**config.mk**
```make
export PLATFORM = sky130hd
export DESIGN_NAME = wireless_link_supervisor_flat
export DESIGN_NICKNAME = d
export VERILOG_FILES = /design/src/wls_pkg.sv /design/src/wls_if.sv /design/src/wls_cfg.sv /design/src/wls_core.sv /design/src/wireless_link_supervisor.sv /design/src/flat_wrapper.sv
export SDC_FILE = /design/constraint.sdc
export NUM_CORES = 1
export LEC_CHECK = 0
export ABC_AREA = 1
export BUFFER_PORTS_ARGS = -buffer_cell sky130_fd_sc_hd__buf_2
export CAP_MARGIN = 15
export CORE_MARGIN = 4
export CORE_UTILIZATION = 45
export DETAILED_ROUTE_END_ITERATION = 7
export GPL_ROUTABILITY_DRIVEN = 0
export PLACE_DENSITY = 0.69
export SETUP_SLACK_MARGIN = 0.05
export SKIP_CTS_REPAIR_TIMING = 1
export SLEW_MARGIN = 20
export SYNTH_ARGS = -nofsm -noshare
export SYNTH_HDL_FRONTEND = slang
export SYNTH_SLANG_ARGS = --single-unit
```
**constraint.sdc**
```tcl
create_clock -name clk -period 2.7 [get_ports clk]
set_clock_uncertainty 0.05 [all_clocks]
set_input_delay 0.27 -clock clk [delete_from_list [all_inputs] [get_ports clk]]
set_output_delay 0.27 -clock clk [all_outputs]
set_load 0.02 [all_outputs]
```
**src/wls_pkg.sv**
```systemverilog
package wls_pkg;

  // Width of each configuration register.
  localparam int CFG_W = 24;
  // Default countdown width.
  localparam int TIMER_BITS_DEF = 24;
  // APB address and data widths.
  localparam int APB_AW = 4;
  localparam int APB_DW = 32;

  // Link states as they appear on link_state.
  localparam logic [2:0] ST_IDLE       = 3'd0;
  localparam logic [2:0] ST_CONNECTING = 3'd1;
  localparam logic [2:0] ST_ONLINE     = 3'd2;
  localparam logic [2:0] ST_RETRY      = 3'd3;
  localparam logic [2:0] ST_PORTAL     = 3'd4;

  // Event codes carried by func.
  localparam logic [2:0] FN_TICK      = 3'd0;
  localparam logic [2:0] FN_GOT_ADDR  = 3'd1;
  localparam logic [2:0] FN_DISCONN   = 3'd2;
  localparam logic [2:0] FN_START     = 3'd3;
  localparam logic [2:0] FN_RECONNECT = 3'd4;
  localparam logic [2:0] FN_SET_CRED  = 3'd5;

  // Register indexes on the configuration port.
  localparam logic [1:0] REG_CONNECT_TIMEOUT = 2'd0;
  localparam logic [1:0] REG_RETRY_INTERVAL  = 2'd1;
  localparam logic [1:0] REG_AP_LINGER       = 2'd2;
  localparam logic [1:0] REG_AP_WINDOW       = 2'd3;

  localparam logic [CFG_W-1:0] RST_CONNECT_TIMEOUT = CFG_W'(20 * 1000);
  localparam logic [CFG_W-1:0] RST_RETRY_INTERVAL  = CFG_W'(60 * 1000);
  localparam logic [CFG_W-1:0] RST_AP_LINGER       = CFG_W'(5 * 1000);
  localparam logic [CFG_W-1:0] RST_AP_WINDOW       = CFG_W'(10 * 60 * 1000);

  typedef struct packed {
    logic [2:0] func;
    logic       have_credentials;
    logic       ssid_present;
    logic       store_ok;
  } in_item_t;

  typedef struct packed {
    logic [2:0] link_state;
    logic       ap_active;
    logic       connect_pulse;
    logic       abort_pulse;
    logic       accepted;
  } out_item_t;

  typedef struct packed {
    logic [CFG_W-1:0] connect_timeout_ms;
    logic [CFG_W-1:0] retry_interval_ms;
    logic [CFG_W-1:0] ap_linger_ms;
    logic [CFG_W-1:0] ap_window_ms;
  } cfg_regs_t;

endpackage

```
**src/wls_if.sv**
```systemverilog
interface wls_in_if;
  logic       valid;
  logic       ready;
  logic [2:0] func;
  logic       have_credentials;
  logic       ssid_present;
  logic       store_ok;

  modport source (output valid, output func, output have_credentials,
                  output ssid_present, output store_ok, input ready);
  modport sink (input valid, input func, input have_credentials,
                input ssid_present, input store_ok, output ready);
endinterface

interface wls_out_if;
  logic       valid;
  logic       ready;
  logic [2:0] link_state;
  logic       ap_active;
  logic       connect_pulse;
  logic       abort_pulse;
  logic       accepted;

  modport source (output valid, output link_state, output ap_active,
                  output connect_pulse, output abort_pulse, output accepted,
                  input ready);
  modport sink (input valid, input link_state, input ap_active,
                input connect_pulse, input abort_pulse, input accepted,
                output ready);
endinterface

```
**src/wls_cfg.sv**
```systemverilog
module wls_cfg
  import wls_pkg::*;
(
  input  logic              clk,
  input  logic              rst_n,
  input  logic              psel,
  input  logic              penable,
  input  logic              pwrite,
  input  logic [APB_AW-1:0] paddr,
  input  logic [APB_DW-1:0] pwdata,
  output logic [APB_DW-1:0] prdata,
  output logic              pready,
  output cfg_regs_t         cfg
);

  cfg_regs_t  cfg_r;
  logic       wr_en;
  logic [1:0] reg_idx;

  assign pready  = 1'b1;
  assign wr_en   = psel && penable && pwrite && pready;
  assign reg_idx = paddr[3:2];
  assign cfg     = cfg_r;

  always_ff @(posedge clk) begin
    if (!rst_n) begin
      cfg_r.connect_timeout_ms <= RST_CONNECT_TIMEOUT;
      cfg_r.retry_interval_ms  <= RST_RETRY_INTERVAL;
      cfg_r.ap_linger_ms       <= RST_AP_LINGER;
      cfg_r.ap_window_ms       <= RST_AP_WINDOW;
    end else if (wr_en) begin
      unique case (reg_idx)
        REG_CONNECT_TIMEOUT: cfg_r.connect_timeout_ms <= pwdata[CFG_W-1:0];
        REG_RETRY_INTERVAL:  cfg_r.retry_interval_ms  <= pwdata[CFG_W-1:0];
        REG_AP_LINGER:       cfg_r.ap_linger_ms       <= pwdata[CFG_W-1:0];
        REG_AP_WINDOW:       cfg_r.ap_window_ms       <= pwdata[CFG_W-1:0];
      endcase
    end
  end

  always_comb begin
    unique case (reg_idx)
      REG_CONNECT_TIMEOUT: prdata = APB_DW'(cfg_r.connect_timeout_ms);
      REG_RETRY_INTERVAL:  prdata = APB_DW'(cfg_r.retry_interval_ms);
      REG_AP_LINGER:       prdata = APB_DW'(cfg_r.ap_linger_ms);
      REG_AP_WINDOW:       prdata = APB_DW'(cfg_r.ap_window_ms);
    endcase
  end

endmodule

```
**src/wls_core.sv**
```systemverilog
module wls_core
  import wls_pkg::*;
#(
  parameter int TIMER_BITS = TIMER_BITS_DEF
) (
  input  logic      clk,
  input  logic      rst_n,
  input  logic      upd,
  input  in_item_t  item,
  input  cfg_regs_t cfg,
  output out_item_t res
);

  localparam int WW = (TIMER_BITS > CFG_W) ? TIMER_BITS : CFG_W;
  localparam logic [WW-1:0] TMAX_W = WW'({TIMER_BITS{1'b1}});

  logic [2:0]            mode_r, mode_nxt;
  logic                  addr_r, addr_nxt;
  logic                  ap_up_r, ap_up_nxt;
  logic                  ap_used_r, ap_used_nxt;
  logic                  cred_r, cred_nxt;
  logic [TIMER_BITS-1:0] conn_r, conn_nxt;
  logic [TIMER_BITS-1:0] retry_r, retry_nxt;
  logic [TIMER_BITS-1:0] ap_r, ap_nxt;
  logic [TIMER_BITS-1:0] linger_r, linger_nxt;
  logic                  pc, pa, ok;

  // A register value beyond the countdown range saturates to its maximum.
  function automatic logic [TIMER_BITS-1:0] load_timer(input logic [CFG_W-1:0] v);
    logic [WW-1:0] w;
    w = WW'(v);
    return (w > TMAX_W) ? TIMER_BITS'(TMAX_W) : TIMER_BITS'(w);
  endfunction

  function automatic logic [TIMER_BITS-1:0] count_down(input logic [TIMER_BITS-1:0] v);
    return (v == '0) ? '0 : v - TIMER_BITS'(1);
  endfunction

  always_comb begin
    mode_nxt    = mode_r;
    addr_nxt    = addr_r;
    ap_up_nxt   = ap_up_r;
    ap_used_nxt = ap_used_r;
    cred_nxt    = cred_r;
    conn_nxt    = conn_r;
    retry_nxt   = retry_r;
    ap_nxt      = ap_r;
    linger_nxt  = linger_r;
    pc          = 1'b0;
    pa          = 1'b0;
    ok          = 1'b0;

    unique case (item.func)
      FN_TICK: begin
        conn_nxt   = count_down(conn_r);
        retry_nxt  = count_down(retry_r);
        ap_nxt     = count_down(ap_r);
        linger_nxt = count_down(linger_r);
        unique case (mode_r)
          ST_CONNECTING: begin
            if (addr_r) begin
              mode_nxt    = ST_ONLINE;
              linger_nxt  = load_timer(cfg.ap_linger_ms);
              ap_used_nxt = 1'b0;
            end else if (conn_nxt == '0) begin
              pa        = 1'b1;
              mode_nxt  = ST_RETRY;
              retry_nxt = load_timer(cfg.retry_interval_ms);
              if (!ap_used_r) begin
                if (!ap_up_r) begin
                  ap_up_nxt = 1'b1;
                  ap_nxt    = load_timer(cfg.ap_window_ms);
                end
                ap_used_nxt = 1'b1;
              end
            end
          end
          ST_ONLINE: begin
            if (!addr_r) begin
              mode_nxt  = ST_RETRY;
              retry_nxt = load_timer(cfg.retry_interval_ms);
              if (!ap_used_r) begin
                if (!ap_up_r) begin
                  ap_up_nxt = 1'b1;
                  ap_nxt    = load_timer(cfg.ap_window_ms);
                end
                ap_used_nxt = 1'b1;
              end
            end else if (ap_up_r && linger_nxt == '0) begin
              ap_up_nxt = 1'b0;
            end
          end
          ST_RETRY: begin
            if (ap_up_r && ap_nxt == '0) begin
              ap_up_nxt = 1'b0;
            end
            if (retry_nxt == '0) begin
              addr_nxt = 1'b0;
              mode_nxt = ST_CONNECTING;
              conn_nxt = load_timer(cfg.connect_timeout_ms);
              pc       = 1'b1;
            end
          end
          default: begin
          end
        endcase
      end
      FN_GOT_ADDR: addr_nxt = 1'b1;
      FN_DISCONN:  addr_nxt = 1'b0;
      FN_START: begin
        cred_nxt = item.have_credentials;
        if (item.have_credentials) begin
          addr_nxt = 1'b0;
          mode_nxt = ST_CONNECTING;
          conn_nxt = load_timer(cfg.connect_timeout_ms);
          pc       = 1'b1;
        end else begin
          if (!ap_up_r) begin
            ap_up_nxt = 1'b1;
            ap_nxt    = load_timer(cfg.ap_window_ms);
          end
          ap_used_nxt = 1'b1;
          mode_nxt    = ST_PORTAL;
        end
      end
      FN_RECONNECT: begin
        if (cred_r) begin
          addr_nxt = 1'b0;
          mode_nxt = ST_CONNECTING;
          conn_nxt = load_timer(cfg.connect_timeout_ms);
          pc       = 1'b1;
          ok       = 1'b1;
        end
      end
      FN_SET_CRED: begin
        if (item.ssid_present) begin
          cred_nxt = 1'b1;
          if (item.store_ok) begin
            ap_used_nxt = 1'b1;
            addr_nxt    = 1'b0;
            mode_nxt    = ST_CONNECTING;
            conn_nxt    = load_timer(cfg.connect_timeout_ms);
            pc          = 1'b1;
            ok          = 1'b1;
          end
        end
      end
      default: begin
      end
    endcase

    res.link_state    = mode_nxt;
    res.ap_active     = ap_up_nxt;
    res.connect_pulse = pc;
    res.abort_pulse   = pa;
    res.accepted      = ok;
  end

  always_ff @(posedge clk) begin
    if (!rst_n) begin
      mode_r    <= ST_IDLE;
      addr_r    <= 1'b0;
      ap_up_r   <= 1'b0;
      ap_used_r <= 1'b0;
      cred_r    <= 1'b0;
      conn_r    <= '0;
      retry_r   <= '0;
      ap_r      <= '0;
      linger_r  <= '0;
    end else if (upd) begin
      mode_r    <= mode_nxt;
      addr_r    <= addr_nxt;
      ap_up_r   <= ap_up_nxt;
      ap_used_r <= ap_used_nxt;
      cred_r    <= cred_nxt;
      conn_r    <= conn_nxt;
      retry_r   <= retry_nxt;
      ap_r      <= ap_nxt;
      linger_r  <= linger_nxt;
    end
  end

endmodule

```
**src/wireless_link_supervisor.sv**
```systemverilog
// A result passes through the input register and then the result register
// before it is presented on the result channel.
// Throughput: one item per cycle while the result channel is not stalled.
// Reset: synchronous, active low; link state idle, all flags and countdowns
// zero, configuration registers at their defaults; no clearing pass.
module wireless_link_supervisor
  import wls_pkg::*;
#(
  parameter int TIMER_BITS = TIMER_BITS_DEF
) (
  input  logic              clk,
  input  logic              rst_n,
  wls_in_if.sink            in_chan,
  wls_out_if.source         out_chan,
  input  logic              psel,
  input  logic              penable,
  input  logic              pwrite,
  input  logic [APB_AW-1:0] paddr,
  input  logic [APB_DW-1:0] pwdata,
  output logic [APB_DW-1:0] prdata,
  output logic              pready
);

  // The input stage holds one accepted item. It moves into the result
  // register, and commits its state update, whenever the result register
  // is empty or its current result is being taken in the same cycle.
  logic      s1_valid_r, s1_valid_nxt;
  in_item_t  s1_item_r;
  logic      out_valid_r, out_valid_nxt;
  out_item_t out_item_r;
  out_item_t core_res;
  cfg_regs_t cfg;
  logic      out_free;
  logic      s1_adv;
  logic      in_fire;

  assign out_free = !out_valid_r || out_chan.ready;
  assign s1_adv   = s1_valid_r && out_free;
  // New items are taken while the input stage is empty or draining.
  assign in_chan.ready = !s1_valid_r || out_free;
  assign in_fire  = in_chan.valid && in_chan.ready;

  wls_cfg u_cfg (
    .clk     (clk),
    .rst_n   (rst_n),
    .psel    (psel),
    .penable (penable),
    .pwrite  (pwrite),
    .paddr   (paddr),
    .pwdata  (pwdata),
    .prdata  (prdata),
    .pready  (pready),
    .cfg     (cfg)
  );

  // The core holds the supervisor state and evaluates one event from the
  // input stage; its state is committed only when that event advances.
  wls_core #(
    .TIMER_BITS (TIMER_BITS)
  ) u_core (
    .clk   (clk),
    .rst_n (rst_n),
    .upd   (s1_adv),
    .item  (s1_item_r),
    .cfg   (cfg),
    .res   (core_res)
  );

  always_comb begin
    if (in_fire) begin
      s1_valid_nxt = 1'b1;
    end else if (s1_adv) begin
      s1_valid_nxt = 1'b0;
    end else begin
      s1_valid_nxt = s1_valid_r;
    end
    if (s1_adv) begin
      out_valid_nxt = 1'b1;
    end else if (out_chan.ready) begin
      out_valid_nxt = 1'b0;
    end else begin
      out_valid_nxt = out_valid_r;
    end
  end

  always_ff @(posedge clk) begin
    if (!rst_n) begin
      s1_valid_r  <= 1'b0;
      out_valid_r <= 1'b0;
    end else begin
      s1_valid_r  <= s1_valid_nxt;
      out_valid_r <= out_valid_nxt;
    end
  end

  // Payload registers carry no reset.
  always_ff @(posedge clk) begin
    if (in_fire) begin
      s1_item_r.func             <= in_chan.func;
      s1_item_r.have_credentials <= in_chan.have_credentials;
      s1_item_r.ssid_present     <= in_chan.ssid_present;
      s1_item_r.store_ok         <= in_chan.store_ok;
    end
    if (s1_adv) begin
      out_item_r <= core_res;
    end
  end

  assign out_chan.valid         = out_valid_r;
  assign out_chan.link_state    = out_item_r.link_state;
  assign out_chan.ap_active     = out_item_r.ap_active;
  assign out_chan.connect_pulse = out_item_r.connect_pulse;
  assign out_chan.abort_pulse   = out_item_r.abort_pulse;
  assign out_chan.accepted      = out_item_r.accepted;

`ifndef SYNTHESIS
  // An abort drops into retry wait, so it never starts a new attempt too.
  a_no_abort_and_connect: assert property (@(posedge clk) disable iff (!rst_n)
    out_valid_r |-> !(out_item_r.connect_pulse && out_item_r.abort_pulse))
    else $error("connect and abort pulses in one result");

  // Every accepted request starts a connection attempt.
  a_accept_connects: assert property (@(posedge clk) disable iff (!rst_n)
    (out_valid_r && out_item_r.accepted) |-> out_item_r.connect_pulse)
    else $error("accepted without a connection attempt");

  // A started attempt always leaves the link in the connecting state.
  a_connect_state: assert property (@(posedge clk) disable iff (!rst_n)
    (out_valid_r && out_item_r.connect_pulse) |->
      (out_item_r.link_state == ST_CONNECTING))
    else $error("connect pulse outside connecting state");

  // A held item in the input stage is never dropped while the output stalls.
  a_s1_held: assert property (@(posedge clk) disable iff (!rst_n)
    (s1_valid_r && !s1_adv) |=> s1_valid_r)
    else $error("input stage lost an item");
`endif

endmodule

```
**src/flat_wrapper.sv**
```systemverilog
// flat-port wrapper written by rule: the top's interface ports become plain ports
module wireless_link_supervisor_flat import wls_pkg::*;
#(
  parameter int TIMER_BITS = TIMER_BITS_DEF
)
  (clk, rst_n, psel, penable, pwrite, paddr, pwdata, prdata, pready, in_chan_valid, in_chan_func, in_chan_have_credentials, in_chan_ssid_present, in_chan_store_ok, in_chan_ready, out_chan_valid, out_chan_link_state, out_chan_ap_active, out_chan_connect_pulse, out_chan_abort_pulse, out_chan_accepted, out_chan_ready);
  wls_in_if in_chan_i ();
  wls_out_if out_chan_i ();
  input  logic clk;
  input  logic rst_n;
  input  logic psel;
  input  logic penable;
  input  logic pwrite;
  input  logic [APB_AW-1:0] paddr;
  input  logic [APB_DW-1:0] pwdata;
  output logic [APB_DW-1:0] prdata;
  output logic pready;
  input wire logic [$bits(in_chan_i.valid)-1:0] in_chan_valid;
  input wire logic [$bits(in_chan_i.func)-1:0] in_chan_func;
  input wire logic [$bits(in_chan_i.have_credentials)-1:0] in_chan_have_credentials;
  input wire logic [$bits(in_chan_i.ssid_present)-1:0] in_chan_ssid_present;
  input wire logic [$bits(in_chan_i.store_ok)-1:0] in_chan_store_ok;
  output wire logic [$bits(in_chan_i.ready)-1:0] in_chan_ready;
  output wire logic [$bits(out_chan_i.valid)-1:0] out_chan_valid;
  output wire logic [$bits(out_chan_i.link_state)-1:0] out_chan_link_state;
  output wire logic [$bits(out_chan_i.ap_active)-1:0] out_chan_ap_active;
  output wire logic [$bits(out_chan_i.connect_pulse)-1:0] out_chan_connect_pulse;
  output wire logic [$bits(out_chan_i.abort_pulse)-1:0] out_chan_abort_pulse;
  output wire logic [$bits(out_chan_i.accepted)-1:0] out_chan_accepted;
  input wire logic [$bits(out_chan_i.ready)-1:0] out_chan_ready;
  assign in_chan_i.valid = in_chan_valid;
  assign in_chan_i.func = in_chan_func;
  assign in_chan_i.have_credentials = in_chan_have_credentials;
  assign in_chan_i.ssid_present = in_chan_ssid_present;
  assign in_chan_i.store_ok = in_chan_store_ok;
  assign in_chan_ready = in_chan_i.ready;
  assign out_chan_valid = out_chan_i.valid;
  assign out_chan_link_state = out_chan_i.link_state;
  assign out_chan_ap_active = out_chan_i.ap_active;
  assign out_chan_connect_pulse = out_chan_i.connect_pulse;
  assign out_chan_abort_pulse = out_chan_i.abort_pulse;
  assign out_chan_accepted = out_chan_i.accepted;
  assign out_chan_i.ready = out_chan_ready;
  wireless_link_supervisor #(.TIMER_BITS(TIMER_BITS)) u_core (.clk(clk), .rst_n(rst_n), .in_chan(in_chan_i), .out_chan(out_chan_i), .psel(psel), .penable(penable), .pwrite(pwrite), .paddr(paddr), .pwdata(pwdata), .prdata(prdata), .pready(pready));
endmodule
```
==> results of run 1 <==
[routing by layer]
| metal | up-vias | wire length [µm] | global-route usage [%] |
|---|---|---|---|
| met5 | - | 8 | 0 |
| met4 | 2 | 1490 | 6.93 |
| met3 | 122 | 4530 | 4.01 |
| met2 | 764 | 22900 | 44.1 |
| met1 | 7263 | 19900 | 36.6 |
| li1 | 7633 | - | - |
[kinds of logic after synthesis]
group	after synthesis	synth area share, %
and+or+nand+nor	1091	34.6
AOI/OAI and AO/OA	491	19.8
buffers and inverters	379	11.2
DFF	214	32.5
xor gates and xnor gates	22	1.42
adders and majority gates	6	0.552
other	2	0.0552
[synth_stat cells, types with 4 or more instances]
cell type	number	area [µm²]
dfxtp_1	201	4020
nor2_2	7	43.8
nand3b_1	6	45.0
a31oi_1	12	75.1
o22ai_1	12	75.1
nor2_1	252	946
ha_1	6	75.1
nand2_1	506	1900
a21oi_1	228	1140
o211ai_1	26	195
xor2_1	13	114
xnor2_1	9	78.8
inv_2	4	15.0
nand3_1	233	1170
or2_2	10	62.6
o21ai_0	182	911
nor3_1	15	75.1
clkbuf_1	87	327
inv_1	255	957
buf_4	12	90.1
o211ai_2	10	125
edfxtp_1	13	390
buf_6	5	56.3
nand4_1	43	269
buf_2	10	50.1
a221oi_1	6	52.6
[how the worst max path moves through the flow]
stage | startpoint | to | cells after the start
6_report | u_core.u_core.retry_r[7] | u_core.u_core.conn_r[16] | 16
2_1_floorplan | u_core.u_core.conn_r[0] | u_core.u_core.retry_r[6] | 17
3_5_place_dp | u_core.u_core.retry_r[0] | u_core.u_core.mode_r[1] | 19
3_3_place_gp | u_core.u_core.conn_r[0] | u_core.u_core.retry_r[1] | 16
4_1_cts | u_core.u_core.conn_r[0] | u_core.u_core.retry_r[1] | 16
5_1_grt | u_core.u_core.retry_r[7] | u_core.u_core.conn_r[9] | 16
[per-stage QoR]
step,std cells,setup WS (ns),utilization [%],instance area (µm²)
global route,2788,-0.180,57.7,17100
floorplan,2212,0.0906,-,13600
detailed placement,2706,-0.0873,50.8,15100
global placement,2706,-0.0691,50.8,15100
finish,2788,-0.0577,57.7,17100
CTS,2752,-0.117,53.8,16000
[final cells by class]
class                   count  area (µm²)
repair buffers            252        1970
clock inverters            13         155
well taps                 390         488
flip-flops and latches    214        4430
diodes                      1        2.50
inverters                 262         988
clock buffers              33         728
fillers                  2776       12600
multi-input cells        1623        8370
[power breakdown]
part / total [mW] / switching [mW] / internal, mW / leakage [nW]
clock network: 3.62 / 1.43 / 2.19 / 0.428
logic: 4.33 / 2.61 / 1.73 / 5.66
registers: 3.37 / 0.0895 / 3.28 / 1.76
total: 11.3 / 4.12 / 7.20 / 7.85
[worst register-to-register path, stage by stage, from the launching register on]
cell	delay [ns]
dfxtp_1	0.35
nor2_1	0.19
nand2_1	0.15
nor2_4	0.21
nand3_4	0.15
buf_12	0.18
nand2_1	0.09
nand4_1	0.12
nor2_1	0.14
nand3b_1	0.11
nor2_2	0.16
nand3_2	0.16
nand2_4	0.16
clkbuf_16	0.17
nand2_1	0.06
nand3_1	0.10
a21oi_1	0.08
[flip-flops by register name, summed over array words and instances, names as in the netlist, 3 cells and up]
register,flops
u_core.out_chan.link_state,3
u_core.u_core.ap_r,24
u_core.s1_item_r,6
u_core.u_core.mode_r,3
u_core.u_core.linger_r,24
u_core.u_cfg.cfg,96
u_core.u_core.retry_r,24
u_core.u_core.conn_r,24
==> impl_metrics.env, run 1 <==
export IMPL_status="finished with violations"
export IMPL_violations="hold timing, setup timing"
export IMPL_crit_type="register to register"
export IMPL_antenna_found_initial=2
export IMPL_ioPinCount=91
export IMPL_min_delay_worst_endpoint="u_core.s1_valid_r"
export IMPL_hold_class="input pin to register"
export IMPL_cpMostUsedCell="nand2_1"
export IMPL_routed_wl_um=48800
export IMPL_netlist_area_um2=13600
export IMPL_cts_tree="yes"
export IMPL_holdWs_ns=-0.0275
export IMPL_fmax_mhz=363
export IMPL_power_mw=11.3
export IMPL_min_from="in_chan_valid"
export IMPL_die_area_um2=33100
export IMPL_yosysWarnings=0
export IMPL_cts_made_buffers=26
export IMPL_synth_cell_types=48
export IMPL_holdPathStages=3
export IMPL_slew_viol_final=0
export IMPL_end_kind="register"
export IMPL_cpPeakStageDelay_ns=0.35
export IMPL_portBuffers=71
export IMPL_final_common_cell="nand2_1"
export IMPL_drc_errors=0
export IMPL_area_delta_synth_final_pct=26.0
export IMPL_overflow=0
export IMPL_vias=15784
export IMPL_die_h_um=182
export IMPL_rows=63
export IMPL_drt_initial_drc_count=1656
export IMPL_cts_sinks=214
export IMPL_layout_common_cells="nand2_1 (480), inv_1 (247), a21oi_1 (221), nor2_1 (209), nand3_1 (199)"
export IMPL_grt_pass1_vias=13849
export IMPL_hold_viol_final=2
export IMPL_crit_buf_inv=2
export IMPL_die_x_um=182
export IMPL_syn_area_per_cell_um2=6.17
export IMPL_htreeDepth=1
export IMPL_synthFlopType="dfxtp_1"
export IMPL_drive_gt1_share_pct=20.6
export IMPL_ant_nets=0
export IMPL_worstReg2RegEnd="u_core.u_core.conn_r[16]"
export IMPL_cts_buffer_depth=3
export IMPL_maxCapViolations=0
export IMPL_grt_max_degree=103
export IMPL_layout_setup_ws_ns=-0.0577
export IMPL_setup_viol=19
export IMPL_wire_per_inst_um=17.5
export IMPL_arrival_ns=3.09
export IMPL_nets=2434
export IMPL_synth_cells=2205
export IMPL_seq_area_frac_synth_pct=32.5
export IMPL_reg2regPathDepth=16
export IMPL_finalCritPeriodShare_pct=102
export IMPL_via_per_inst=5.66
export IMPL_slew_headroom_pct=28.1
export IMPL_initial_core_util_pct=45.8
export IMPL_crit_fanout=11
export IMPL_ys_seq_elements=214
export IMPL_reg2reg_slack_ns=-0.06
export IMPL_worstPathCellList="nor2_1 > nand2_1 > nor2_4 > nand3_4 > buf_12 > nand2_1 > nand4_1 > nor2_1 > nand3b_1 > nor2_2 > nand3_2 > nand2_4 > clkbuf_16 > nand2_1 > nand3_1 > a21oi_1"
export IMPL_grt_pass1_wl_um=73200
export IMPL_ir_drop_v=0.000611
export IMPL_insertion_delay_ns=0.53
export IMPL_required_ns=3.03
export IMPL_cpMaxStageDelayCell="dfxtp_1"
export IMPL_drt_pass1_iter_count=6
export IMPL_dpl_hpwl_um=34500
export IMPL_leakage_nw=7.85
export IMPL_p_per_area_nw_per_um2=661
export IMPL_worst_pin_slew_ns=1.08
export IMPL_synth_enable_flop_cells=13
export IMPL_setup_tns_ns=-0.485
export IMPL_rsz0062_at_grt="yes"
export IMPL_cp_top_family="simple AND/OR/NAND/NOR gates"
export IMPL_cts_clk_slew_worst_paths_ns=0.06
export IMPL_clock_root_buffer="clkbuf_16"
export IMPL_critPathLaunchType="register"
export IMPL_layout_min_cycle_time_ns=2.76
export IMPL_rr_startpoint="u_core.u_core.retry_r[7]"
export IMPL_core_area_um2=29700
export IMPL_grt_util_all_layers_pct=26.7
export IMPL_async_flop_share_pct=0
(Power assumes the default switching activity.)
==> run 2: changes to the inputs <==
--- a/config.mk
+++ b/config.mk
@@ -6,6 +6,7 @@
 export NUM_CORES = 1
 export LEC_CHECK = 0
 export ABC_AREA = 1
+export ABC_CLOCK_PERIOD_IN_PS = 2700
 export BUFFER_PORTS_ARGS = -buffer_cell sky130_fd_sc_hd__buf_2
 export CAP_MARGIN = 15
 export CORE_MARGIN = 4
@@ -18,4 +19,5 @@
 export SLEW_MARGIN = 20
 export SYNTH_ARGS = -nofsm -noshare
 export SYNTH_HDL_FRONTEND = slang
+export SYNTH_HIERARCHICAL = 1
 export SYNTH_SLANG_ARGS = --single-unit
==> run 2 against run 1 <==
Effect of this change: the run ends with DRC, hold timing left; total power fell by 2.9%; fmax rose by 3.1%; core utilization fell by 1.8 points; die area rose by 3.3%; largest cell class unchanged; global-route usage rose by 0.33 points; combinational power fell by 4%.
==> impl_metrics.env, run 2 <==
export IMPL_netlist_top_cells_area="dfxtp_1 (29%), nand2_1 (18%), nand3_1 (11%)"
export IMPL_worst_pin_slew_ns=1.01
export IMPL_synth_top_area_share_pct=28.6
export IMPL_ant_nets=0
export IMPL_grt_pass1_wl_um=75500
export IMPL_end_kind="register"
export IMPL_rr_startpoint="u_core/u_core/conn_r[8]"
export IMPL_cts_made_buffers=25
export IMPL_leakage_nw=7.90
export IMPL_antenna_found_initial=0
export IMPL_cts_clk_slew_worst_paths_ns=0.07
export IMPL_drt_initial_drc_count=2029
export IMPL_dpl_hpwl_um=34900
export IMPL_cts_tree="yes"
export IMPL_synth_cells=2359
export IMPL_cpMostUsedCell="nor2_2"
export IMPL_initial_core_util_pct=45.7
export IMPL_n_antenna_cell=0
export IMPL_synth_enable_flop_cells=13
export IMPL_die_h_um=185
export IMPL_cpMaxStageDelayCell="dfxtp_1"
export IMPL_maxCapViolations=0
export IMPL_place_area_um2=15200
export IMPL_crit_type="register to register"
export IMPL_synth_common_cells="nand2_1 (664), nor2_1 (408), nand3_1 (313), dfxtp_1 (201), inv_1 (183)"
export IMPL_synthFlopType="dfxtp_1"
export IMPL_grt_util_all_layers_pct=27.0
export IMPL_layout_min_cycle_time_ns=2.68
export IMPL_arrival_ns=3.04
export IMPL_seq_area_frac_synth_pct=31.4
export IMPL_crit_start="u_core/u_core/conn_r[8]"
export IMPL_slew_viol_final=0
export IMPL_dpl_worst_slack_ns=-0.141
export IMPL_layout_setup_ws_ns=0.0247
export IMPL_multiInputGateArea_um2=8940
export IMPL_required_ns=3.06
export IMPL_cpPeakStageDelay_ns=0.36
export IMPL_fmax_mhz=374
export IMPL_largest_reg_flops=96
export IMPL_drt_pass1_iter_count=8
export IMPL_netlist_area_um2=14100
export IMPL_layout_common_cells="nand2_1 (623), nor2_1 (355), nand3_1 (295), dfxtp_1 (188), inv_1 (176)"
export IMPL_crit_fanout=5
export IMPL_ioPinCount=91
export IMPL_fin_util_pct=55.9
export IMPL_drive_gt1_share_pct=17.5
export IMPL_vias=16596
export IMPL_yosysWarnings=6
export IMPL_nets=2547
export IMPL_die_x_um=185
export IMPL_core_area_um2=30700
export IMPL_p_per_area_nw_per_um2=640
export IMPL_hold_viol_final=2
export IMPL_min_from="pwdata[19]"
export IMPL_hold_class="input pin to register"
export IMPL_seqCellArea_um2=4430
export IMPL_slew_headroom_pct=32.9
export IMPL_fill_cells=2979
export IMPL_cp_top_family="simple AND/OR/NAND/NOR gates"
export IMPL_worstPathCellList="nor2_2 > buf_4 > nand2_1 > nor2_2 > nand3_1 > nand3_1 > buf_4 > nand2_1 > nor2_2 > nand3_2 > nor2_4 > buf_12 > nand2_4 > clkbuf_16 > o211ai_1 > a21oi_1"
export IMPL_ys_seq_elements=214
export IMPL_synth_most_common_cell="nand2_1"
export IMPL_grt_max_degree=72
export IMPL_via_per_inst=5.71
export IMPL_htreeDepth=1
export IMPL_wire_per_inst_um=17.5
export IMPL_grt_pass1_vias=14309
export IMPL_reg2reg_slack_ns=0.02
export IMPL_holdWs_ns=-0.00765
export IMPL_synth_cell_types=46
export IMPL_status="finished with violations"
export IMPL_routed_wl_um=50800
export IMPL_drc_errors=1
export IMPL_final_area_um2=17200
export IMPL_critPathLaunchType="register"
export IMPL_clock_root_buffer="clkbuf_16"
export IMPL_setup_viol=0
export IMPL_violations="DRC, hold timing"
export IMPL_die_area_um2=34100
export IMPL_ir_drop_v=0.000397
export IMPL_insertion_delay_ns=0.53
export IMPL_rsz0062_at_grt="yes"
export IMPL_rows=64
export IMPL_yosys_area_top_type="dfxtp_1"
export IMPL_portBuffers=71
export IMPL_final_common_cell="nand2_1"
export IMPL_crit_buf_inv=4
export IMPL_finalCritPeriodShare_pct=99.1
export IMPL_cts_buffer_depth=3
export IMPL_overflow=0
export IMPL_syn_area_per_cell_um2=5.96
export IMPL_async_flop_share_pct=0
export IMPL_cts_sinks=214
export IMPL_area_delta_synth_final_pct=22.1
run 2: cell types whose count changed after synthesis, sizes merged, moves of 72 or more:
cell / previous run / this run
nand2: 511 / 669
nand3: 236 / 320
nor2: 263 / 421
o21ai: 185 / 94
inv: 259 / 187
a21oi: 229 / 149
run 2: layer usage:
layer  global-route usage (%)  wire length, µm  vias to the layer above
li1                         -                -                     7916
met1                     37.2            21000                     7679
met2                     44.3            23400                      874
met3                     3.26             4510                      127
met4                     8.75             1890                        0
met5                        0                0                        -
run 2: worst paths after layout:
path	depth (start not counted)	to
min reg2reg	2	u_core/u_core/ap_r[1]
max reg2reg	16	u_core/u_core/retry_r[22]
max	16	u_core/u_core/retry_r[22]
min	3	u_core/u_cfg/cfg[19]
run 2: layout make-up:
class	count	area share (%)
repair buffers	222	10.3
multi-input cells	1837	52.1
flip-flops and latches	214	25.8
well taps	396	2.88
clock buffers	36	4.12
inverters	193	4.23
clock inverters	8	0.590
run 2: power by group:
group / internal (mW) / switching, mW / leakage [nW]
clock: 2.00 / 1.42 / 0.386
sequential: 3.28 / 0.110 / 1.76
combinational: 1.57 / 2.61 / 5.76
total: 6.86 / 4.14 / 7.90
run 2: kinds of logic after synthesis:
| kind of cell | Yosys count | share of synthesized area [%] |
|---|---|---|
| other cells | 2 | 0.0534 |
| flops | 214 | 31.4 |
| fa+ha+maj | 5 | 0.445 |
| xor+xnor | 20 | 1.25 |
| simple gates | 1485 | 44.7 |
| buf+inv | 320 | 9.75 |
| compound gates | 313 | 12.4 |
run 2: per-stage QoR:
step	power, mW	setup TNS, ns	cells
6_report	11.0	0	2906
4_1_cts	10.4	-2.86	2864
3_3_place_gp	6.96	-0.660	2820
2_1_floorplan	5.95	0	2366
3_5_place_dp	7.03	-2.02	2820
5_1_grt	11.6	-3.50	2906
run 2: worst reg2reg max path: stages (launching register included):
cell	delay (ns)
dfxtp_1	0.36
nor2_2	0.15
buf_4	0.14
nand2_1	0.11
nor2_2	0.18
nand3_1	0.10
nand3_1	0.15
buf_4	0.14
nand2_1	0.06
nor2_2	0.12
nand3_2	0.11
nor2_4	0.14
buf_12	0.14
nand2_4	0.12
clkbuf_16	0.20
o211ai_1	0.21
a21oi_1	0.10
